`src/design/tsp_pkg.sv`:
```
// Shared types and constants for the trapezoidal setpoint profiler.
// Used by the controller, the datapath and the top level; no dependencies.
`default_nettype none

package tsp_pkg;

    // Fixed point format and field widths
    localparam int FRACTION_BITS = 16;
    localparam int DATA_W        = 32;
    localparam int MAG_W         = 31;
    localparam int CFG_IDX_W     = 3;
    localparam int PROD_W        = 2 * DATA_W;

    // Divide by the tick rate of 200 = 8 * 25: shift by 3, then multiply by
    // the rounded-up reciprocal of 25. Exact for dividends below 2^30.
    localparam int TICK_PRE_SHIFT = 3;
    localparam int TICK_ODD       = 25;
    localparam int RECIP_SHIFT    = 34;
    localparam logic [DATA_W-1:0] RECIP_MUL =
        DATA_W'(((64'd1 << RECIP_SHIFT) + TICK_ODD - 1) / TICK_ODD);

    // Register values after reset
    localparam logic [MAG_W-1:0] ACCEL_RESET     = MAG_W'(64'd40 << FRACTION_BITS);
    localparam logic [MAG_W-1:0] MAX_SPEED_RESET = MAG_W'(64'd20 << FRACTION_BITS);
    localparam logic [MAG_W-1:0] END_TOL_RESET   =
        MAG_W'(((64'd1 << FRACTION_BITS) + 5) / 10);
    localparam logic [MAG_W-1:0] START_SPEED_RESET = MAG_W'(64'd5 << FRACTION_BITS);
    localparam logic [DATA_W-1:0] SOFT_UPPER_RESET = DATA_W'(64'd60 << FRACTION_BITS);
    localparam logic [DATA_W-1:0] SOFT_LOWER_RESET = '0;

    // Configuration register indexes
    typedef enum logic [CFG_IDX_W-1:0] {
        CFG_ACCEL_RATE  = 3'd0,
        CFG_MAX_SPEED   = 3'd1,
        CFG_END_TOL     = 3'd2,
        CFG_SOFT_UPPER  = 3'd3,
        CFG_SOFT_LOWER  = 3'd4,
        CFG_START_SPEED = 3'd5
    } t_cfg_idx;

    // Controller states
    typedef enum logic [3:0] {
        ST_IDLE,
        ST_CLAMP,
        ST_DIST,
        ST_LHS,
        ST_SQR,
        ST_DECIDE,
        ST_ACC_DIV,
        ST_VEL,
        ST_VEL_ABS,
        ST_POS_DIV,
        ST_COMMIT
    } t_state;

    // Datapath operations
    typedef enum logic [3:0] {
        OP_NONE,
        OP_LOAD,
        OP_CLAMP,
        OP_DIST,
        OP_LHS,
        OP_SQR,
        OP_DECIDE,
        OP_ACC_DIV,
        OP_VEL,
        OP_VEL_ABS,
        OP_POS_DIV,
        OP_COMMIT
    } t_dp_op;

    typedef struct packed {
        t_dp_op op;
    } t_dp_cmd;

    typedef struct packed {
        logic snap;      // setpoint lies within the end tolerance
        logic out_free;  // result register can take a new result this cycle
    } t_dp_status;

endpackage

`default_nettype wire

```
`src/design/tsp_ctrl.sv`:
```
// Sequencing controller of the trapezoidal setpoint profiler.
// Depends on tsp_pkg; drives the datapath through t_dp_cmd.
`default_nettype none

module tsp_ctrl (
    input  logic                i_clk,
    input  logic                i_rst_n,
    input  logic                i_goal_valid,
    output logic                o_goal_ready,
    output tsp_pkg::t_dp_cmd    o_cmd,
    input  tsp_pkg::t_dp_status i_status
);
    import tsp_pkg::*;

    t_state r_state, n_state;

    // State register
    always_ff @(posedge i_clk) begin
        if (!i_rst_n) begin
            r_state <= ST_IDLE;
        end else begin
            r_state <= n_state;
        end
    end

    // Next state and datapath commands
    always_comb begin
        n_state      = r_state;
        o_goal_ready = 1'b0;
        o_cmd.op     = OP_NONE;
        unique case (r_state)
            ST_IDLE: begin
                o_goal_ready = 1'b1;
                if (i_goal_valid) begin
                    o_cmd.op = OP_LOAD;
                    n_state  = ST_CLAMP;
                end
            end
            ST_CLAMP: begin
                o_cmd.op = OP_CLAMP;
                n_state  = ST_DIST;
            end
            ST_DIST: begin
                o_cmd.op = OP_DIST;
                n_state  = ST_LHS;
            end
            ST_LHS: begin
                // skip the profile arithmetic when the setpoint snaps
                o_cmd.op = OP_LHS;
                n_state  = i_status.snap ? ST_COMMIT : ST_SQR;
            end
            ST_SQR: begin
                o_cmd.op = OP_SQR;
                n_state  = ST_DECIDE;
            end
            ST_DECIDE: begin
                o_cmd.op = OP_DECIDE;
                n_state  = ST_ACC_DIV;
            end
            ST_ACC_DIV: begin
                o_cmd.op = OP_ACC_DIV;
                n_state  = ST_VEL;
            end
            ST_VEL: begin
                o_cmd.op = OP_VEL;
                n_state  = ST_VEL_ABS;
            end
            ST_VEL_ABS: begin
                o_cmd.op = OP_VEL_ABS;
                n_state  = ST_POS_DIV;
            end
            ST_POS_DIV: begin
                o_cmd.op = OP_POS_DIV;
                n_state  = ST_COMMIT;
            end
            ST_COMMIT: begin
                // hold until the result register is free
                if (i_status.out_free) begin
                    o_cmd.op = OP_COMMIT;
                    n_state  = ST_IDLE;
                end
            end
            default: begin
                n_state = ST_IDLE;
            end
        endcase
    end

endmodule

`default_nettype wire

```
`src/design/tsp_dpath.sv`:
```
// Datapath of the trapezoidal setpoint profiler: registers, profile state,
// one shared 32x32 multiplier and the result register. Depends on tsp_pkg.
`default_nettype none

module tsp_dpath (
    input  logic                                  i_clk,
    input  logic                                  i_rst_n,
    input  tsp_pkg::t_dp_cmd                      i_cmd,
    output tsp_pkg::t_dp_status                   o_status,
    input  logic signed [tsp_pkg::DATA_W-1:0]     i_goal_position,
    input  logic                                  i_cfg_we,
    input  logic        [tsp_pkg::CFG_IDX_W-1:0]  i_cfg_idx,
    input  logic        [tsp_pkg::DATA_W-1:0]     i_cfg_data,
    output logic                                  o_res_valid,
    input  logic                                  i_res_ready,
    output logic signed [tsp_pkg::DATA_W-1:0]     o_setpoint,
    output logic signed [tsp_pkg::DATA_W-1:0]     o_speed,
    output logic                                  o_slowing,
    output logic                                  o_arrived
);
    import tsp_pkg::*;

    // Saturate a 33 bit sum of two 32 bit values to the signed 32 bit range
    function automatic logic signed [DATA_W-1:0] sat32(input logic signed [DATA_W:0] x);
        logic signed [DATA_W-1:0] res;
        if (x[DATA_W] != x[DATA_W-1]) begin
            res = x[DATA_W] ? {1'b1, {(DATA_W-1){1'b0}}} : {1'b0, {(DATA_W-1){1'b1}}};
        end else begin
            res = x[DATA_W-1:0];
        end
        return res;
    endfunction

    // Magnitude of a signed 32 bit value (the most negative value maps to 2^31)
    function automatic logic [DATA_W-1:0] mag32(input logic signed [DATA_W-1:0] x);
        return x[DATA_W-1] ? DATA_W'(-x) : DATA_W'(x);
    endfunction

    // Configuration registers
    logic        [MAG_W-1:0]  r_accel, r_max_speed, r_end_tol, r_start_speed;
    logic signed [DATA_W-1:0] r_soft_upper, r_soft_lower;

    // Profile state
    logic signed [DATA_W-1:0] r_target, r_pos, r_speed;

    // Working registers
    logic signed [DATA_W-1:0] r_goal, r_v0, r_vnew;
    logic        [DATA_W-1:0] r_dist, r_mag;
    logic                     r_up, r_snap, r_decel, r_acc_neg;
    logic        [MAG_W-1:0]  r_acc_mag;
    logic        [PROD_W-1:0] r_prod, r_lhs;

    // Result register
    logic                     r_out_valid;
    logic signed [DATA_W-1:0] r_out_setpoint, r_out_speed;
    logic                     r_out_slowing, r_out_arrived;

    logic                     w_up, w_snap, w_decel;
    logic        [DATA_W-1:0] w_dist, w_q;
    logic        [DATA_W-1:0] w_mul_a, w_mul_b;
    logic        [PROD_W-1:0] w_prod;
    logic signed [DATA_W:0]   w_v_ext, w_max_pos, w_max_neg, w_start_ext;
    logic signed [DATA_W:0]   w_vsum, w_psum;
    logic                     w_acc_on, w_acc_neg, w_kick;
    logic signed [DATA_W-1:0] w_v0, n_pos, n_speed;

    // Write configuration registers; unknown indexes are dropped
    always_ff @(posedge i_clk) begin
        if (!i_rst_n) begin
            r_accel       <= ACCEL_RESET;
            r_max_speed   <= MAX_SPEED_RESET;
            r_end_tol     <= END_TOL_RESET;
            r_soft_upper  <= SOFT_UPPER_RESET;
            r_soft_lower  <= SOFT_LOWER_RESET;
            r_start_speed <= START_SPEED_RESET;
        end else if (i_cfg_we) begin
            unique case (t_cfg_idx'(i_cfg_idx))
                CFG_ACCEL_RATE:  r_accel       <= i_cfg_data[MAG_W-1:0];
                CFG_MAX_SPEED:   r_max_speed   <= i_cfg_data[MAG_W-1:0];
                CFG_END_TOL:     r_end_tol     <= i_cfg_data[MAG_W-1:0];
                CFG_SOFT_UPPER:  r_soft_upper  <= i_cfg_data;
                CFG_SOFT_LOWER:  r_soft_lower  <= i_cfg_data;
                CFG_START_SPEED: r_start_speed <= i_cfg_data[MAG_W-1:0];
                default: ;
            endcase
        end
    end

    // Distance to target: compare and both differences side by side
    assign w_up   = r_pos < r_target;
    assign w_dist = w_up ? DATA_W'({r_target[DATA_W-1], r_target} - {r_pos[DATA_W-1], r_pos})
                         : DATA_W'({r_pos[DATA_W-1], r_pos} - {r_target[DATA_W-1], r_target});
    assign w_snap = r_dist < {1'b0, r_end_tol};

    // Shared multiplier operand select
    always_comb begin
        w_mul_a = '0;
        w_mul_b = '0;
        unique case (i_cmd.op)
            OP_LHS: begin
                w_mul_a = r_dist;
                w_mul_b = {r_accel, 1'b0};
            end
            OP_SQR: begin
                w_mul_a = r_mag;
                w_mul_b = r_mag;
            end
            OP_ACC_DIV: begin
                w_mul_a = DATA_W'(r_acc_mag >> TICK_PRE_SHIFT);
                w_mul_b = RECIP_MUL;
            end
            OP_POS_DIV: begin
                w_mul_a = r_mag >> TICK_PRE_SHIFT;
                w_mul_b = RECIP_MUL;
            end
            default: ;
        endcase
    end

    assign w_prod = w_mul_a * w_mul_b;
    assign w_q    = DATA_W'(r_prod >> RECIP_SHIFT);

    // Phase choice: braking test, acceleration sign and kick-off speed
    assign w_decel     = r_lhs < r_prod;
    assign w_v_ext     = {r_speed[DATA_W-1], r_speed};
    assign w_max_pos   = {2'b00, r_max_speed};
    assign w_max_neg   = -w_max_pos;
    assign w_start_ext = {2'b00, r_start_speed};

    always_comb begin
        w_acc_on  = 1'b0;
        w_acc_neg = 1'b0;
        if (r_up && (w_v_ext < w_max_pos)) begin
            w_acc_on = 1'b1;
        end
        if (!r_up && (w_v_ext > w_max_neg)) begin
            w_acc_on  = 1'b1;
            w_acc_neg = 1'b1;
        end
        if (w_decel) begin
            w_acc_on  = 1'b1;
            w_acc_neg = r_up;
        end
    end

    assign w_kick = (r_speed == '0) && !w_decel;
    assign w_v0   = w_kick ? (r_up ? DATA_W'(w_start_ext) : DATA_W'(-w_start_ext)) : r_speed;

    // Velocity and position updates, each one add or subtract of a tick step
    assign w_vsum = r_acc_neg ? ({r_v0[DATA_W-1], r_v0} - {1'b0, w_q})
                              : ({r_v0[DATA_W-1], r_v0} + {1'b0, w_q});
    assign w_psum = r_vnew[DATA_W-1] ? ({r_pos[DATA_W-1], r_pos} - {1'b0, w_q})
                                     : ({r_pos[DATA_W-1], r_pos} + {1'b0, w_q});
    assign n_pos   = r_snap ? r_target : sat32(w_psum);
    assign n_speed = r_snap ? '0 : r_vnew;

    // Profile state
    always_ff @(posedge i_clk) begin
        if (!i_rst_n) begin
            r_target <= '0;
            r_pos    <= '0;
            r_speed  <= '0;
        end else begin
            if (i_cmd.op == OP_CLAMP) begin
                r_target <= (r_goal < r_soft_lower) ? r_soft_lower : r_goal;
            end
            if (i_cmd.op == OP_COMMIT) begin
                r_pos   <= n_pos;
                r_speed <= n_speed;
            end
        end
    end

    // Working registers, advanced one operation per cycle except while the commit waits for the result register
    always_ff @(posedge i_clk) begin
        case (i_cmd.op)
            OP_LOAD: begin
                r_goal <= (i_goal_position > r_soft_upper) ? r_soft_upper : i_goal_position;
            end
            OP_DIST: begin
                r_dist <= w_dist;
                r_up   <= w_up;
            end
            OP_LHS: begin
                r_prod <= w_prod;
                r_snap <= w_snap;
                r_mag  <= mag32(r_speed);
            end
            OP_SQR: begin
                r_lhs  <= r_prod;
                r_prod <= w_prod;
            end
            OP_DECIDE: begin
                r_decel   <= w_decel;
                r_acc_mag <= w_acc_on ? r_accel : '0;
                r_acc_neg <= w_acc_neg;
                r_v0      <= w_v0;
            end
            OP_ACC_DIV, OP_POS_DIV: begin
                r_prod <= w_prod;
            end
            OP_VEL: begin
                r_vnew <= sat32(w_vsum);
            end
            OP_VEL_ABS: begin
                r_mag <= mag32(r_vnew);
            end
            default: ;
        endcase
    end

    // Result register: load on commit, drop on transfer
    always_ff @(posedge i_clk) begin
        if (!i_rst_n) begin
            r_out_valid <= 1'b0;
        end else if (i_cmd.op == OP_COMMIT) begin
            r_out_valid <= 1'b1;
        end else if (i_res_ready) begin
            r_out_valid <= 1'b0;
        end
    end

    always_ff @(posedge i_clk) begin
        if (i_cmd.op == OP_COMMIT) begin
            r_out_setpoint <= n_pos;
            r_out_speed    <= n_speed;
            r_out_slowing  <= !r_snap && r_decel;
            r_out_arrived  <= r_snap;
        end
    end

    assign o_status.snap     = w_snap;
    assign o_status.out_free = !r_out_valid || i_res_ready;

    assign o_res_valid = r_out_valid;
    assign o_setpoint  = r_out_setpoint;
    assign o_speed     = r_out_speed;
    assign o_slowing   = r_out_slowing;
    assign o_arrived   = r_out_arrived;

endmodule

`default_nettype wire

```
`src/design/trapezoidal_setpoint_profiler.sv`:
```
// Trapezoidal setpoint profiler: one goal position in per control tick, one
// profiled setpoint, velocity and phase flags out, in signed fixed point with
// 16 fraction bits. The goal is clamped to the soft limits, then the setpoint
// accelerates toward it up to the cruise speed, brakes once the distance is
// below v*v/(2a), kicks off at the start speed from rest and snaps to the
// target within the end tolerance. A new goal is taken only after the last
// tick has committed, and a snap skips from the braking product to commit.
// The single shared 32x32 multiplier is used in turn for the braking product,
// the velocity square and two divisions by the tick rate, with the magnitude
// and saturation steps between. A finished result waits in the output register
// while the next goal is taken. Registers are to be written through the plain
// write port only while no tick is in flight; the block does not enforce it.
// Depends on tsp_pkg, tsp_ctrl and tsp_dpath.
`default_nettype none

module trapezoidal_setpoint_profiler (
    input  logic                                  i_clk,
    input  logic                                  i_rst_n,
    input  logic                                  i_goal_valid,
    output logic                                  o_goal_ready,
    input  logic signed [tsp_pkg::DATA_W-1:0]     i_goal_position,
    output logic                                  o_res_valid,
    input  logic                                  i_res_ready,
    output logic signed [tsp_pkg::DATA_W-1:0]     o_setpoint,
    output logic signed [tsp_pkg::DATA_W-1:0]     o_speed,
    output logic                                  o_slowing,
    output logic                                  o_arrived,
    input  logic                                  i_cfg_we,
    input  logic        [tsp_pkg::CFG_IDX_W-1:0]  i_cfg_idx,
    input  logic        [tsp_pkg::DATA_W-1:0]     i_cfg_data
);
    import tsp_pkg::*;

    t_dp_cmd    w_cmd;
    t_dp_status w_status;

    // Sequencer
    tsp_ctrl u_ctrl (
        .i_clk        (i_clk),
        .i_rst_n      (i_rst_n),
        .i_goal_valid (i_goal_valid),
        .o_goal_ready (o_goal_ready),
        .o_cmd        (w_cmd),
        .i_status     (w_status)
    );

    // Arithmetic, state and result register
    tsp_dpath u_dpath (
        .i_clk           (i_clk),
        .i_rst_n         (i_rst_n),
        .i_cmd           (w_cmd),
        .o_status        (w_status),
        .i_goal_position (i_goal_position),
        .i_cfg_we        (i_cfg_we),
        .i_cfg_idx       (i_cfg_idx),
        .i_cfg_data      (i_cfg_data),
        .o_res_valid     (o_res_valid),
        .i_res_ready     (i_res_ready),
        .o_setpoint      (o_setpoint),
        .o_speed         (o_speed),
        .o_slowing       (o_slowing),
        .o_arrived       (o_arrived)
    );

endmodule

`default_nettype wire

```
`config.mk`:
```
export PLATFORM = sky130hd
export DESIGN_NAME = trapezoidal_setpoint_profiler
export DESIGN_NICKNAME = d
export VERILOG_FILES = /design/src/design/tsp_pkg.sv /design/src/design/tsp_ctrl.sv /design/src/design/tsp_dpath.sv /design/src/design/trapezoidal_setpoint_profiler.sv
export SDC_FILE = /design/constraint.sdc
export NUM_CORES = 2
export LEC_CHECK = 0
export BUFFER_PORTS_ARGS = -buffer_cell sky130_fd_sc_hd__buf_2
export CORE_MARGIN = 2
export CORE_UTILIZATION = 62
export DETAILED_ROUTE_END_ITERATION = 16
export MAX_ROUTING_LAYER = met4
export PLACE_DENSITY_LB_ADDON = 0.05
export SETUP_SLACK_MARGIN = 0.05
export SLEW_MARGIN = 20
export SYNTH_ARGS = -nofsm -noshare
export SYNTH_HDL_FRONTEND = slang
export SYNTH_SLANG_ARGS = --single-unit
```
`constraint.sdc`:
```
create_clock -name i_clk -period 33.9 [get_ports i_clk]
set_clock_uncertainty 0.2 [all_clocks]
set_input_delay 6.78 -clock i_clk [delete_from_list [all_inputs] [get_ports i_clk]]
set_output_delay 6.78 -clock i_clk [all_outputs]
set_load 0.05 [all_outputs]
```
==> results.py <==
metrics = {
    "sta": {
        "period_share_pct": 33.3,
        "worstMarginPinSlew_ps": 1260,
        "setup_viol": 0,
        "rsz0062_at_grt": "false",
        "slew_headroom_pct": 15.9,
        "finalHoldViolCount": 0,
        "fin_crit_ps": 11280,
        "slew_viol_final": 0,
        "fmax_mhz": 88.7,
        "final.setup.tns_ps": 0,
    },
    "synthesis": {
        "syn-num-nets": 9823,
        "synth-seq-area-share_pct": 23.7,
        "yosysWarnings": 0,
        "ys_async_sr_fraction_pct": 0,
        "postSynthAreaPerCell_sq_um": 8.90,
        "synth_edf_count": 386,
        "synthCells": 8237,
        "syn_area_sq_um": 73300,
        "ys_types": 84,
        "ys.flop_type": "edfxtp_1",
        "ys_ff_latch": 675,
    },
    "floorplan": {
        "die_y_microns": 348,
        "die_area_sq_um": 121000,
        "rows": 126,
        "fp.dieW_microns": 348,
        "core_sq_um": 118000,
        "io_pins": 140,
        "initial_utilization_pct": 62.3,
    },
    "worst_setup_path": {
        "cp_max_fo": 69,
        "reg2reg_from": "u_ctrl.r_state[1]",
        "crit_start": "u_ctrl.r_state[1]",
        "path_delay_family": "adder cells",
        "startpoint_type": "flop",
        "end_kind": "flop",
        "critical_path_required_ps": 34110,
        "reg2regPathDepth": 26,
        "critPathArrivalTime_ps": 11490,
        "cp_common_cell": "fa_1",
        "crit_slowest_cell": "buf_4",
        "reg2reg_slack_ps": 22620,
        "crit_end": "u_dpath.r_prod[63]",
        "slowest_delay_ps": 780,
        "critical_path_buf_inv_count": 3,
        "crit_cells": 26,
        "crit_type": "flop to flop",
        "rr_endpoint": "u_dpath.r_prod[63]",
    },
    "clocking": {
        "root_buffer": "clkbuf_16",
        "clk_pin_slew_ps": 60,
        "htree_levels": 3,
        "tritoncts": "built",
        "clock_path_buffers": 3,
        "cts-resized-gates": 0,
        "postCtsHoldBufs": 0,
        "clkSinkCount": 675,
        "worstSkewPairLatency_ps": 730,
        "cts-buffers-inserted": 78,
        "cts_post_setup_buffers_inserted": 0,
    },
    "power": {
        "swShare_pct": 32.3,
        "power_density_nw_per_um2": 29.4,
        "clkPwrFrac_pct": 38.4,
        "internal_power_mw": 1.56,
        "irDropWorstVdd_uv": 47.5,
        "leakagePower_nw": 34.6,
        "switching_power_mw": 0.744,
        "p_seq_share_pct": 41.0,
        "pwr-share-comb_pct": 20.6,
    },
    "flow_run": {
        "cap_violations": 0,
    },
    "final_layout": {
        "final_cell_mix": "inv_1, nand2_1, nor2_1, fa_1, ha_1",
        "drive_gt1_share_pct": 6.85,
        "fill_cells": 9765,
        "reg.largest.list": "u_dpath.r_lhs (64), u_dpath.r_prod (64)",
        "final_area_sq_um": 78200,
        "final_common_cell": "inv_1",
        "fin_nets": 9744,
        "area_growth_syn_to_layout_pct": 6.72,
    },
    "global_route": {
        "grt_antenna_before_repair": 3,
        "grt_pass1_vias": 61400,
        "grt_overflow": 0,
        "grt_usage_pct": 44.3,
        "grt_pass1_wl_microns": 384000,
        "grt_max_degree": 101,
    },
    "placed_design": {
        "gp_congestion": 1.05,
        "dp_hpwl_microns": 198000,
        "place.port_buffers": 139,
        "placed_cell_area_sq_um": 75500,
    },
    "drt": {
        "routed_via_density": 6.28,
        "routed_wl_microns": 259000,
        "drc": 0,
        "first_pass_iters": 6,
        "num_vias": 61400,
        "ant_nets": 0,
        "first_iter_violations": 6828,
        "post_drt_wl_per_cell_microns": 26.5,
    },
    "hold_path": {
        "hold_path.class": "flop to flop",
        "holdPathStages": 0,
    },
    "run_status": {
        "outcome": "complete, no violations",
    },
}
-- layer usage --
layer	routed length (microns)	GRT usage, %
met1	92900	52.5
met3	26800	9.79
met4	24600	33.9
met2	115000	66.1
met5	0	-
-- cell usage after synthesis, drive strengths merged (75+ instances only) --
cell type | count | area, sq um
a21o | 194 | 1460
a21oi | 499 | 2500
clkbuf | 387 | 1450
dfxtp | 289 | 5790
edfxtp | 386 | 11600
fa | 900 | 18000
ha | 614 | 7680
inv | 1155 | 4340
nand2 | 1140 | 4280
nand3 | 77 | 385
nand4 | 77 | 482
nor2 | 911 | 3420
nor2b | 85 | 532
nor3 | 75 | 375
o21ai | 218 | 1090
xnor2 | 229 | 2010
xor2 | 83 | 727
-- cells by family (layout without fill, tap and decap cells) --
| family | Yosys count | after routing | share of synthesized area (%) |
|---|---|---|---|
| AOI/OAI and AO/OA | 1450 | 1450 | 12.9 |
| xor gates and xnor gates | 312 | 312 | 3.73 |
| adders and majority gates | 1525 | 1525 | 35.2 |
| buffers and inverters | 1583 | 1570 | 8.15 |
| DFF | 675 | 675 | 23.7 |
| muxes | 58 | 58 | 0.854 |
| other | 0 | 9 | 0 |
| and+or+nand+nor | 2634 | 2634 | 15.4 |
-- through the flow --
stage / setup slack (ps) / power (mW) / utilization (%) / hold WS [ps] / std cells
global placement: 23160 / 1.41 / 64.2 / 231 / 9612
finish: 22620 / 2.30 / 66.5 / 202 / 9769
CTS: 22840 / 2.29 / 66.5 / 214 / 9759
floorplan: 22750 / 1.23 / - / 224 / 8237
global route: 22250 / 2.37 / 66.5 / 223 / 9764
detailed placement: 22920 / 1.42 / 64.2 / 236 / 9613
-- how the worst min path moves through the flow --
stage                                   from           endpoint  slack, ps
after detailed placement   u_dpath.r_prod[3]   u_dpath.r_lhs[3]        240
after global placement    u_dpath.r_prod[32]  u_dpath.r_lhs[32]        230
final                      u_dpath.r_prod[8]   u_dpath.r_lhs[8]        200
after CTS                  u_dpath.r_prod[8]   u_dpath.r_lhs[8]        210
after floorplan           u_dpath.r_prod[39]  u_dpath.r_lhs[39]        220
after global routing       u_dpath.r_prod[8]   u_dpath.r_lhs[8]        220
-- cell type report --
type / count / area, sq um / area share, %
timing repair buffer: 268 / 1690 / 2.16
sequential: 675 / 17400 / 22.2
inverter: 1156 / 4350 / 5.56
tap: 1536 / 1920 / 2.46
antenna: 9 / 22.5 / 0.0288
multi-input combinational: 5979 / 50200 / 64.1
clock buffer: 93 / 2050 / 2.62
clock inverter: 53 / 638 / 0.816
-- power groups by stage --
stage,clock network (mW),logic [mW],registers [mW]
2_1_floorplan,0,0.292,0.936
3_3_place_gp,0,0.452,0.958
3_5_place_dp,0,0.459,0.959
4_1_cts,0.891,0.461,0.941
5_1_grt,0.925,0.504,0.943
6_report,0.884,0.474,0.944
Power figures use the tool's default switching activity.
